### src/rtl/bdlm_pkg.sv
// Shared types and constants for the button debounce / LED mode block.
package bdlm_pkg;

   localparam int unsigned CSR_INDEX_W = 8;
   localparam int unsigned CSR_DATA_W  = 16;

   localparam logic [CSR_INDEX_W-1:0] REG_DEBOUNCE_TICKS    = 8'd0;
   localparam logic [CSR_INDEX_W-1:0] REG_BLINK_HALF_PERIOD = 8'd1;

   localparam logic [7:0]  DEBOUNCE_TICKS_RESET    = 8'd20;
   localparam logic [15:0] BLINK_HALF_PERIOD_RESET = 16'd500;

   localparam logic [7:0]  DEBOUNCE_MAX = 8'hFF;
   localparam logic [15:0] BLINK_MAX    = 16'hFFFF;

   localparam logic [1:0] PHASE_WAIT_PRESS   = 2'd0;
   localparam logic [1:0] PHASE_DEBOUNCE     = 2'd1;
   localparam logic [1:0] PHASE_WAIT_RELEASE = 2'd2;

   localparam logic [1:0] MODE_OFF   = 2'd0;
   localparam logic [1:0] MODE_ON    = 2'd1;
   localparam logic [1:0] MODE_BLINK = 2'd2;

   typedef struct packed {
      logic        press_pending;
      logic [1:0]  debounce_phase;
      logic [7:0]  debounce_elapsed;
      logic [15:0] blink_elapsed;
      logic        blink_lit;
      logic [1:0]  mode_now;
      logic        led_drive;
   } state_type;

   typedef struct packed {
      logic       mode_changed;
      logic [1:0] led_mode;
      logic       led_level;
   } result_type;

endpackage

### src/rtl/button_debounce_led_mode.sv
// Top level: button debounce and LED mode sequencer with stream ports.
//
// Each req item is one polling pass of the button: req_tdata carries the
// press edge flag, the released level and the millisecond tick flag. For
// every req item exactly one rsp item is produced, carrying the LED drive,
// the LED mode after the pass and a flag set when an accepted press
// changed the mode.
// Latency: the rsp item is valid the cycle after its req item is taken.
// Throughput: one item per clock unless the rsp register is stalled; the
// pass is one level of compare/increment logic from state to rsp registers.
// Stalls: the rsp register holds while rsp_tready is low; req_tready is
// high whenever the rsp register is empty or being drained this cycle, so
// a stalled receiver stalls the sender by exactly one item.
// Configuration: csr writes are always taken (index 0 debounce ticks,
// index 1 blink half period, other indexes ignored) and are meant to be
// issued while no item is in flight.
// Reset: synchronous, active high; clears all state, loads the register
// defaults (20 and 500 ticks) and empties the rsp register.
module button_debounce_led_mode (
   input  logic                               clock,
   input  logic                               reset,
   // req_tdata: [0] press_edge, [1] button_released, [2] tick_passed
   input  logic                               req_tvalid,
   output logic                               req_tready,
   input  logic [7:0]                         req_tdata,
   // rsp_tdata: [0] led_level, [2:1] led_mode, [3] mode_changed
   output logic                               rsp_tvalid,
   input  logic                               rsp_tready,
   output logic [7:0]                         rsp_tdata,
   input  logic                               csr_valid,
   output logic                               csr_ready,
   input  logic [bdlm_pkg::CSR_INDEX_W-1:0]   csr_index,
   input  logic [bdlm_pkg::CSR_DATA_W-1:0]    csr_data
);

   bdlm_pkg::state_type  state_ff, state_in;
   bdlm_pkg::result_type result_in;
   bdlm_pkg::result_type rsp_data_ff;
   logic                 rsp_valid_ff, rsp_valid_in;
   logic [7:0]           debounce_ticks_ff;
   logic [15:0]          blink_half_period_ff;
   logic                 req_take;

   assign csr_ready  = 1'b1;
   assign req_tready = ~rsp_valid_ff | rsp_tready;
   assign req_take   = req_tvalid & req_tready;

   bdlm_step u_step (
      .cur_state         (state_ff),
      .press_edge        (req_tdata[0]),
      .button_released   (req_tdata[1]),
      .tick_passed       (req_tdata[2]),
      .debounce_ticks    (debounce_ticks_ff),
      .blink_half_period (blink_half_period_ff),
      .nxt_state         (state_in),
      .result            (result_in)
   );

   // config registers
   always_ff @(posedge clock) begin
      if (reset) begin
         debounce_ticks_ff    <= bdlm_pkg::DEBOUNCE_TICKS_RESET;
         blink_half_period_ff <= bdlm_pkg::BLINK_HALF_PERIOD_RESET;
      end else if (csr_valid && csr_ready) begin
         if (csr_index == bdlm_pkg::REG_DEBOUNCE_TICKS) begin
            debounce_ticks_ff <= csr_data[7:0];
         end
         if (csr_index == bdlm_pkg::REG_BLINK_HALF_PERIOD) begin
            blink_half_period_ff <= csr_data[15:0];
         end
      end
   end

   // pass state advances only on a taken item
   always_ff @(posedge clock) begin
      if (reset) begin
         state_ff <= '0;
      end else if (req_take) begin
         state_ff <= state_in;
      end
   end

   // output register
   always_comb begin
      rsp_valid_in = rsp_valid_ff;
      if (req_take) begin
         rsp_valid_in = 1'b1;
      end else if (rsp_tready) begin
         rsp_valid_in = 1'b0;
      end
   end

   always_ff @(posedge clock) begin
      if (reset) begin
         rsp_valid_ff <= 1'b0;
      end else begin
         rsp_valid_ff <= rsp_valid_in;
      end
   end

   always_ff @(posedge clock) begin
      if (req_take) begin
         rsp_data_ff <= result_in;
      end
   end

   assign rsp_tvalid = rsp_valid_ff;
   assign rsp_tdata  = {4'd0, rsp_data_ff.mode_changed, rsp_data_ff.led_mode,
                        rsp_data_ff.led_level};

   // blink phase is only ever lit while in blink mode
   a_lit_only_blink: assert property (@(posedge clock) disable iff (reset)
      state_ff.blink_lit |-> (state_ff.mode_now == bdlm_pkg::MODE_BLINK))
      else $error("blink_lit set outside blink mode");

   // an accepted press moves debounce to wait-release and changes the mode
   a_accept_effect: assert property (@(posedge clock) disable iff (reset)
      (req_take && result_in.mode_changed) |=>
         ((state_ff.debounce_phase == bdlm_pkg::PHASE_WAIT_RELEASE) &&
          (state_ff.mode_now != $past(state_ff.mode_now))))
      else $error("accepted press did not update phase and mode");

   // reported rsp item matches the stored mode right after a take
   a_rsp_mode: assert property (@(posedge clock) disable iff (reset)
      req_take |=> (rsp_tvalid && (rsp_data_ff.led_mode == state_ff.mode_now)))
      else $error("rsp mode differs from state mode");

endmodule

### src/rtl/bdlm_step.sv
// Next-state and result logic for one polling pass.
module bdlm_step (
   input  bdlm_pkg::state_type  cur_state,
   input  logic                 press_edge,
   input  logic                 button_released,
   input  logic                 tick_passed,
   input  logic [7:0]           debounce_ticks,
   input  logic [15:0]          blink_half_period,
   output bdlm_pkg::state_type  nxt_state,
   output bdlm_pkg::result_type result
);

   logic        pending;
   logic [7:0]  deb_cnt;
   logic [15:0] blink_cnt;
   logic        accepted;

   // saturating tick counters
   always_comb begin
      pending   = cur_state.press_pending | press_edge;
      deb_cnt   = cur_state.debounce_elapsed;
      blink_cnt = cur_state.blink_elapsed;
      if (tick_passed && (deb_cnt != bdlm_pkg::DEBOUNCE_MAX)) begin
         deb_cnt = deb_cnt + 8'd1;
      end
      if (tick_passed && (blink_cnt != bdlm_pkg::BLINK_MAX)) begin
         blink_cnt = blink_cnt + 16'd1;
      end
   end

   always_comb begin
      nxt_state                  = cur_state;
      nxt_state.press_pending    = pending;
      nxt_state.debounce_elapsed = deb_cnt;
      nxt_state.blink_elapsed    = blink_cnt;
      accepted                   = 1'b0;

      // debounce machine
      unique case (cur_state.debounce_phase)
         bdlm_pkg::PHASE_DEBOUNCE: begin
            if (button_released) begin
               nxt_state.debounce_phase = bdlm_pkg::PHASE_WAIT_PRESS;
            end else if (deb_cnt >= debounce_ticks) begin
               accepted                 = 1'b1;
               nxt_state.debounce_phase = bdlm_pkg::PHASE_WAIT_RELEASE;
            end
         end
         bdlm_pkg::PHASE_WAIT_RELEASE: begin
            if (button_released) begin
               nxt_state.debounce_phase = bdlm_pkg::PHASE_WAIT_PRESS;
            end
         end
         default: begin
            if (pending) begin
               nxt_state.press_pending    = 1'b0;
               nxt_state.debounce_elapsed = 8'd0;
               nxt_state.debounce_phase   = bdlm_pkg::PHASE_DEBOUNCE;
            end
         end
      endcase

      // LED machine
      unique case (cur_state.mode_now)
         bdlm_pkg::MODE_ON: begin
            nxt_state.led_drive = 1'b1;
            if (accepted) begin
               nxt_state.mode_now = bdlm_pkg::MODE_BLINK;
            end
         end
         bdlm_pkg::MODE_BLINK: begin
            if (blink_cnt >= blink_half_period) begin
               nxt_state.blink_elapsed = 16'd0;
               nxt_state.blink_lit     = ~cur_state.blink_lit;
               nxt_state.led_drive     = ~cur_state.blink_lit;
            end
            if (accepted) begin
               nxt_state.blink_lit = 1'b0;
               nxt_state.mode_now  = bdlm_pkg::MODE_OFF;
            end
         end
         default: begin
            nxt_state.led_drive = 1'b0;
            if (accepted) begin
               nxt_state.mode_now = bdlm_pkg::MODE_ON;
            end
         end
      endcase

      result.led_level    = nxt_state.led_drive;
      result.led_mode     = nxt_state.mode_now;
      result.mode_changed = accepted;
   end

endmodule

### config.mk
export PLATFORM = sky130hd
export DESIGN_NAME = button_debounce_led_mode
export DESIGN_NICKNAME = d
export VERILOG_FILES = /design/src/rtl/bdlm_pkg.sv /design/src/rtl/button_debounce_led_mode.sv /design/src/rtl/bdlm_step.sv
export SDC_FILE = /design/constraint.sdc
export NUM_CORES = 1
export LEC_CHECK = 0
export BUFFER_PORTS_ARGS = -buffer_cell sky130_fd_sc_hd__buf_2
export CAP_MARGIN = 5
export CORE_UTILIZATION = 37
export DETAILED_ROUTE_END_ITERATION = 10
export GPL_ROUTABILITY_DRIVEN = 0
export PLACE_DENSITY = 0.64
export SLEW_MARGIN = 0
export SYNTH_ARGS = -nofsm -noshare
export SYNTH_HDL_FRONTEND = slang
export SYNTH_SLANG_ARGS = --single-unit
### constraint.sdc
create_clock -name clock -period 5.9 [get_ports clock]
set_input_delay 0.59 -clock clock [delete_from_list [all_inputs] [get_ports clock]]
set_output_delay 0.59 -clock clock [all_outputs]
set_load 0.02 [all_outputs]
After elaboration in Yosys (flattened, before gate mapping) --
Cells that the tools add are included.
Word-level totals: flip-flop bits (word level) 60, bits of input ports 37, output and inout port bits 11, word-level logic and storage cells 63
Operators by class: add/sub/neg operators 2, $lt $le $gt $ge 2, equal/unequal tests 9, muxes and demuxes 21, bitwise operators 5, reductions and logical operators 11
Operator list (number):
- 17-bit 2-to-1 mux | 2
- 16-bit by 1-bit adder with 16-bit output, second input constant | 1
- 16-bit greater-or-equal comparator | 1
- 16-bit 2-to-1 mux | 1
- 8-bit 2-to-1 mux | 2
- 16-bit != test, second input constant | 1
- 10-bit 2-to-1 mux | 1
- 2-bit 2-to-1 mux | 5
- 8-bit by 1-bit adder with 8-bit output, second input constant | 1
- 8-bit by 1-bit equality test with 1-bit output, second input constant | 1
- 8-bit greater-or-equal comparator | 1
- 8-bit zero test | 1
- 8-bit != test, second input constant | 1
- 1-bit 2-to-1 mux | 7
- 3-bit one-hot mux with 2 select lines | 1
- 2-bit by 1-bit equality test with 1-bit output, second input constant | 2
- 2-bit equality test, second input constant | 2
- 2-bit one-hot mux with 2 select lines | 1
- 2-bit AND reduction | 2
- 4-bit AND reduction | 1
- 2-bit nonzero test | 2
- 3-bit 2-to-1 mux | 1
- 3-bit by 2-bit != test with 1-bit output, second input constant | 1
- 3-bit AND reduction | 1
- other kinds (7) | 10

Depth between registers and ports, before layout --
Gate-level depths: netlist of run 1.
depth after elaboration 9, depth in mapped cells 14, mapped depth without buffers 12

Cells and area by module --
A second synthesis of run 1 with hierarchy kept.
Second synthesis, totals: cells, all modules 498, area, all modules 4043.9 µm²
Modules (own cells, without submodules):
- button_debounce_led_mode | times used 1, cells each 265, area an instance 2446.1 µm², sequential area each 1241.2 µm²
- bdlm_step | times used 1, cells each 233, area an instance 1597.8 µm², sequential area each 0.0 µm²

Least setup slack after synthesis of run 1 --
OpenSTA, ideal clock, no wires.
kind input to register, start point input req_tdata[2], end point register state_ff[15] (netlist bit), setup time 122 ps, data arrival time 3212 ps, required time 5778 ps, slack 2566 ps, stages on the path 14, buffers on the path 2, cells stage by stage clkbuf_1 > nand3_1 > nor4_2 > o21ai_1 > nor2_1 > xor2_1 > ha_1 > and4_4 > o211ai_1 > o31ai_2 > o31a_1 > buf_6 > nor2_2 > a221o_1
Between the ends: longest elaborated chain between the ends 5
RTL lines:
- start, declared | RTL line button_debounce_led_mode.sv:25 | input logic [7:0] req_tdata,
- 1-bit logical AND * | RTL line bdlm_step.sv:26 | if (tick_passed && (blink_cnt != bdlm_pkg::BLINK_MAX)) begin
- 16-bit 2-to-1 mux * | RTL line bdlm_step.sv:26
- 16-bit greater-or-equal comparator | RTL line bdlm_step.sv:71 | if (blink_cnt >= blink_half_period) begin
- 17-bit 2-to-1 mux | RTL line bdlm_step.sv:71
- 17-bit 2-to-1 mux * | RTL line bdlm_step.sv:63 | unique case (cur_state.mode_now)
- end signal, assigned | RTL line button_debounce_led_mode.sv:79 | state_ff <= state_in;
- end, declared | RTL line button_debounce_led_mode.sv:36 | bdlm_pkg::state_type state_ff, state_in;
Every way passes the cells marked *; elsewhere a longest branch is shown, timed or not. The select of a mux whose other input is x is not followed. A chain may end at the register's enable or synchronous reset.

Worst setup path in the final report of run 1 --
start point register state_ff[12] (netlist bit), end point register state_ff[7] (netlist bit)
Between the ends: longest elaborated chain between the ends 6, elaborated cells on any way between the ends 7, classes of those cells add/sub: 1; order compare: 1; eq/ne: 1; mux: 3; reduce/logical: 1
RTL lines (RTL line):
- parallel branches: the longest is 2 deep, another holds 16-bit by 1-bit adder with 16-bit output
- 16-bit 2-to-1 mux * | bdlm_step.sv:26
- 16-bit greater-or-equal comparator | bdlm_step.sv:71
- 17-bit 2-to-1 mux | bdlm_step.sv:71
- 17-bit 2-to-1 mux * | bdlm_step.sv:63
Every way passes the cells marked *. The select of a mux whose other input is x is not followed.

==> out/qor.yml, run 1 <==
run_status:
  status: "finished clean"
timing:
  finalHoldViolations: 0
  setup_tns_ns: 0
  rsz0062_at_grt: "no"
  finalSetupViolations: 0
  post-route-min-period_ns: 3.907
  finClkSkew_ns: 0.01299
  fmax_mhz: 255.9
  setup_ws_ns: 1.993
  tightest_slew_ns: 1.001
  maxSlewViolCount: 0
  fin_crit_sh: 0.6622
  max-slew-margin-rel: 0.3305
  fin_hold_ws_ns: 0.4759
cts:
  ctsResizeCount: 0
  clkSinkCount: 60
  cts_buffer_depth: 2
  insertion_delay_ns: 0.34
  cts-root-buf: "clkbuf_8"
  numCtsBuffers: 9
  clk_pin_slew_ns: 0.07
  cts_tree: "done"
  cts_htree_levels: 3
  post-cts-setup-buffers: 0
  cts_hold_buffers: 0
synthesis:
  async_flop_share: 0
  yosysWarnings: 0
  ys_types: 64
  ys.flop_type: "dfxtp_1"
  netlist_instances: 440
  synth_enable_flop_cells: 4
  ys_ff_latch: 60
  syn-mean-instance-area_um2: 8.537
  synth-seq-area-share: 0.3304
  synth_area_um2: 3756
layout:
  diodes: 0
  drive_above_1_share: 0.1384
  nets: 539
  final_util: 0.4292
  syn2layout_area_growth_pct: 12.19
pwr:
  pwr_density_cell_nw_per_um2: 204.8
  fin_total_pwr_mw: 0.8632
  peakVddDrop_v: 0.0001101
  power_leakage_nw: 1.861
routing:
  drc: 0
  routedWlPerCell_um: 13.65
  drtIter0Drc: 225
  viasPerCell: 5.266
  drt_first_pass_iters: 4
  dr_total_vias: 3212
  postRouteAntennaNets: 0
  wl_um: 8324
floorplanning:
  die_w_um: 102.8
  die-area_um2: 10560
  io_pins: 48
  die_h_um: 102.8
  coreArea_um2: 9819
  num_rows: 36
  initial_utilization: 0.3825
global_routing:
  antenna_found_initial: 0
  first_global_vias: 3032
  grt_usage: 0.1770
  grt_max_degree: 41
  grt_pass1_wl_um: 14450
  gr-total-overflow: 0
worst_setup_path:
  r2r_setup_slack_ns: 1.99
  crit_type: "reg2reg"
  cp.required_ns: 6.13
  arrival_ns: 4.13
  cp-start-kind: "register"
  end_kind: "register"
  r2r-end: "state_ff[7]"
  crit_end: "state_ff[7]"
  crit_path_start: "state_ff[12]"
  reg2reg_depth: 12
  worstReg2RegStart: "state_ff[12]"
  critPathMaxFanout: 12
run:
  maxCapViolCount: 0
placed_design:
  place_ws_ns: 1.779
  hpwlAfterDp_um: 6195
  port_buffers: 37
hold_path:
  min_path_type: "reg2reg"
==> cell families after synthesis <==
family          synth area share
xor+xnor                 0.04897
mux                      0.06429
fa+ha+maj                0.09993
compound gates            0.1732
simple gates              0.2199
other cells             0.001999
buf+inv                  0.06129
flops                     0.3304
==> placed cells by master (no fill, tap or decap), drive strengths merged, types with 2 or more instances in the layout <==
master	instances
o2111ai	2
o31a	2
and2	5
a21boi	2
conb	5
nor3	13
a21o	3
a211oi	2
o21ai	16
and4	3
a21oi	12
buf	37
nand2b	6
ha	30
a221o	9
dfxtp	56
and3	7
nand2	42
xor2	9
o31ai	3
or3	3
clkbuf	14
nor2	48
a31oi	4
xnor2	12
o21a	4
mux2i	23
a221oi	2
o211ai	8
nor2b	2
nand3	17
nor4	5
nand4	6
nor4b	5
a2111oi	2
a32o	2
inv	34
a22oi	4
edfxtp	4
==> through the flow <==
| stage | std cells | instance area [um2] |
|---|---|---|
| final | 610 | 4214 |
| after global routing | 610 | 4214 |
| after CTS | 610 | 4214 |
| after detailed placement | 594 | 4016 |
| after global placement | 594 | 4016 |
| after floorplan | 443 | 3767 |
==> final cells by class <==
type	instances	area (um2)
clock buffer	14	162.7
tap	133	166.4
sequential	60	1241
multi-input combinational	330	2296
inverter	34	127.6
clock inverter	2	35.03
timing repair buffer	37	185.2
fill	1023	5605
==> sequential cells by signal, summed over array words and instances (netlist names) <==
name	cells
state_ff	31
blink_half_period_ff	16
debounce_ticks_ff	8
rsp_tdata	4
rsp_tvalid	1
==> Yosys cell counts, types with 2 or more instances <==
| cell type | n | area share |
|---|---|---|
| inv_1 | 34 | 0.034 |
| and4_1 | 2 | 0.0047 |
| o2111ai_1 | 2 | 0.0047 |
| xor2_1 | 9 | 0.021 |
| buf_2 | 4 | 0.0053 |
| a221o_1 | 9 | 0.024 |
| o31a_1 | 2 | 0.0047 |
| nand2_1 | 42 | 0.042 |
| o21a_1 | 4 | 0.0080 |
| nor2_1 | 46 | 0.046 |
| nor4_1 | 4 | 0.0067 |
| a21boi_0 | 2 | 0.0040 |
| nor3_1 | 13 | 0.017 |
| a211oi_1 | 2 | 0.0040 |
| o21ai_1 | 2 | 0.0027 |
| nand4_1 | 6 | 0.010 |
| clkbuf_1 | 9 | 0.0090 |
| and3_1 | 7 | 0.012 |
| nor2_2 | 2 | 0.0033 |
| a21o_1 | 3 | 0.0060 |
| dfxtp_1 | 56 | 0.30 |
| buf_4 | 5 | 0.010 |
| and2_1 | 5 | 0.0083 |
| or3_1 | 2 | 0.0033 |
| nor2b_1 | 2 | 0.0033 |
| a31oi_1 | 4 | 0.0067 |
| ha_1 | 30 | 0.10 |
| conb_1 | 2 | 0.0020 |
| mux2i_1 | 23 | 0.061 |
| a22oi_1 | 4 | 0.0080 |
| a21oi_1 | 12 | 0.016 |
| o31ai_1 | 2 | 0.0040 |
| o211ai_1 | 7 | 0.014 |
| a32o_1 | 2 | 0.0053 |
| xnor2_1 | 12 | 0.028 |
| nor4b_1 | 5 | 0.012 |
| nand2b_1 | 5 | 0.0083 |
| nand3_1 | 17 | 0.023 |
| edfxtp_1 | 4 | 0.032 |
| o21ai_0 | 13 | 0.017 |
==> critical path: stages, from the launching register on <==
cell and delay [ns]:
dfxtp_1 0.50, and4_1 0.33, nand3_1 0.19, o21ai_1 0.34, nor2_1 0.12, xor2_1 0.17
ha_1 0.33, and4_4 0.23, o211ai_1 0.08, a21boi_0 0.36, o31a_1 0.52, nor2_1 0.26
a221o_1 0.36
==> power by group <==
part	total, mW	switching, mW	internal, mW	leakage [nW]
Combinational	0.0638	0.0418	0.0220	1.27
Sequential	0.417	0.00320	0.413	0.493
Clock	0.383	0.164	0.218	0.101
Total	0.863	0.209	0.654	1.86
==> per-layer routing <==
layer	routed length (um)	global-route usage
met2	3750	0.2800
met4	155	0.07801
met3	438	0.03322
met5	0	0
met1	3980	0.2349
==> worst min-delay path by stage <==
| stage | from | end | slack (ns) | cells after the start |
|---|---|---|---|---|
| floorplan | blink_half_period_ff[2] | blink_half_period_ff[2] | 0.44 | 2 |
| global placement | blink_half_period_ff[2] | blink_half_period_ff[2] | 0.46 | 2 |
| detailed placement | blink_half_period_ff[2] | blink_half_period_ff[2] | 0.46 | 2 |
| CTS | csr_data[8] | blink_half_period_ff[8] | 0.47 | 3 |
| global route | csr_data[8] | blink_half_period_ff[8] | 0.47 | 3 |
| finish | blink_half_period_ff[7] | blink_half_period_ff[7] | 0.48 | 2 |
(Power assumes the default switching activity.)
==> run 2: changes to the inputs <==
==> constraint.sdc (replaced) <==
create_clock -name clock -period 3.9 [get_ports clock]
set_input_delay 0.39 -clock clock [delete_from_list [all_inputs] [get_ports clock]]
set_output_delay 0.39 -clock clock [all_outputs]
set_load 0.02 [all_outputs]
==> out/qor.yml, run 2 (synthesis gave the netlist of run 1 again) <==
run_status:
  status: "finished clean"
layout:
  most-common-layout-cells: "dfxtp_1 (56), nor2_1 (46), nand2_1 (42)"
  diodes: 0  # unchanged
  drive_above_1_share: 0.1588  # +0.02040
  reg_top3: "state_ff (31), blink_half_period_ff (16), debounce_ticks_ff (8)"
  regMostFlops: "state_ff"
  finalInstanceArea_um2: 4274  # +1.4%
  final_common_cell: "dfxtp_1"
  largest_register_ffs: 31  # unchanged
  nets: 547  # +1.5%
  fill_cells: 1016  # -0.68%
  syn2layout_area_growth_pct: 13.79
  final_util: 0.4353  # +0.006116
  layout.cells.non_filler: 618  # +1.3%
timing:
  finalHoldViolations: 0  # unchanged
  fin_hold_ws_ns: 0.2754  # -0.2005 ns
  finClkSkew_ns: 0.01244  # -0.0005588 ns
  max-slew-margin-rel: 0.3337  # +0.003163
  post-route-min-period_ns: 3.602  # -0.3049 ns
  rsz0062_at_grt: "no"
  finalSetupViolations: 0  # unchanged
  tightest_slew_ns: 0.9967  # -0.004732 ns
  setup_tns_ns: 0  # unchanged
  fin_crit_sh: 0.9236  # +0.2614
  setup_ws_ns: 0.2978  # -1.695 ns
  fmax_mhz: 277.6  # +8.5%
  maxSlewViolCount: 0  # unchanged
cts:
  cts-root-buf: "clkbuf_8"
  cts_htree_levels: 3  # unchanged
  cts_hold_buffers: 0  # unchanged
  clkSinkCount: 60  # unchanged
  clk_pin_slew_ns: 0.07  # about the same
  numCtsBuffers: 9  # unchanged
  cts_buffer_depth: 2  # unchanged
  insertion_delay_ns: 0.34  # about the same
  cts_tree: "done"
global_routing:
  use_met3: 0.03390  # +0.0006780
  first_global_vias: 3098  # +2.2%
  use_met2: 0.2800  # unchanged
  antenna_found_initial: 0  # unchanged
  use_met1: 0.2263  # -0.008638
  busiest_layer: "met2"
  grt_pass1_wl_um: 14230  # -1.5%
  gr-total-overflow: 0  # unchanged
  grt_max_degree: 40  # -2.4%
  grt_usage: 0.1772  # about the same
placed_design:
  place_ws_ns: 0.2468  # -1.532 ns
  dpl_cell_area_um2: 4069  # +1.3%
  place_inst: 601  # +1.2%
  port_buffers: 37  # unchanged
  hpwlAfterDp_um: 6322  # +2.1%
hold_path:
  min_path_type: "in2reg"
worst_setup_path:
  worst-path-buf-inv: 0  # unchanged
  end_kind: "register"
  cp.required_ns: 4.13  # -2.00 ns
  critPathTopFamily: "compound AO/OA/AOI/OAI gates"
  critPathMaxFanout: 7  # -5
  cp-start-kind: "register"
  crit_path_frequent_cell: "nor2_1"
  crit_path_max_incr_delay_ns: 0.45  # -0.07 ns
  crit_type: "reg2reg"
  arrival_ns: 3.83  # -0.30 ns
  slowest_stage: "dfxtp_1"
  crit_path_cell_trace: "and4_1 > nand3_1 > o21ai_2 > nor2_1 > xor2_1 > ha_1 > and4_4 > o211ai_1 > o31ai_2 > o31a_1 > nor2_1 > a221o_1"
routing:
  viasPerCell: 5.157  # -2.1%
  drt_first_pass_iters: 4  # unchanged
  wl_um: 8452  # +1.5%
  dr_total_vias: 3187  # -0.78%
  drtIter0Drc: 132  # -41%
  routedWlPerCell_um: 13.68  # +0.22%
  postRouteAntennaNets: 0  # unchanged
  drc: 0  # unchanged
floorplanning:
  die_h_um: 102.8  # unchanged
  coreArea_um2: 9819  # unchanged
  io_pins: 48  # unchanged
  die_w_um: 102.8  # unchanged
  initial_utilization: 0.3825  # unchanged
  die-area_um2: 10560  # unchanged
  num_rows: 36  # unchanged
pwr:
  peakVddDrop_v: 0.0001476  # +34%
  power_leakage_nw: 1.901  # +2.2%
  fin_total_pwr_mw: 1.293  # +50%
  pwr_density_cell_nw_per_um2: 302.6  # +48%
run:
  maxCapViolCount: 0  # unchanged
[run 2: power breakdown]
group	switching [mW]	internal (mW)	total [mW]
Combinational	0.0641	0.0358	0.0999
Clock	0.254	0.309	0.563
Sequential	0.00480	0.625	0.630
Total	0.323	0.971	1.29
[run 2: path summary, 6_finish.rpt]
| path | startpoint | endpoint | slack (ns) | cells after the start |
|---|---|---|---|---|
| setup / recovery | state_ff[14] | state_ff[13] | 0.30 | 12 |
| hold / removal | csr_data[8] | blink_half_period_ff[8] | 0.28 | 3 |
| setup reg to reg | state_ff[14] | state_ff[13] | 0.30 | 12 |
| hold reg to reg | blink_half_period_ff[7] | blink_half_period_ff[7] | 0.48 | 2 |
[run 2: worst min-delay path, delay by kind of cell]
| family | cells | cell delay (ns) |
|---|---|---|
| buffers and inverters | 1 | 0.07 |
| and+or+nand+nor | 1 | 0.06 |
| muxes | 1 | 0.05 |
[run 2: area by class of cell]
cell class,instances,area [um2],share of cell area
Clock inverter,5,52.55,0.01230
Inverter,34,127.6,0.02986
Tap cell,133,166.4,0.03893
Clock buffer,11,141.4,0.03308
Multi-Input combinational cell,330,2300,0.5381
Sequential cell,60,1241,0.2904
Timing Repair Buffer,45,245.2,0.05738
[run 2: repair_timing]
action,CTS,global route
resized for setup,0,2
buffers inserted,0,1
setup endpoints to repair,0,9
[run 2: per-layer routing]
layer  up-vias  part of all wire
met3        12             0.047
met4         0             0.020
met5         -                 0
met2        65              0.46
li1       1655                 -
met1      1455              0.48
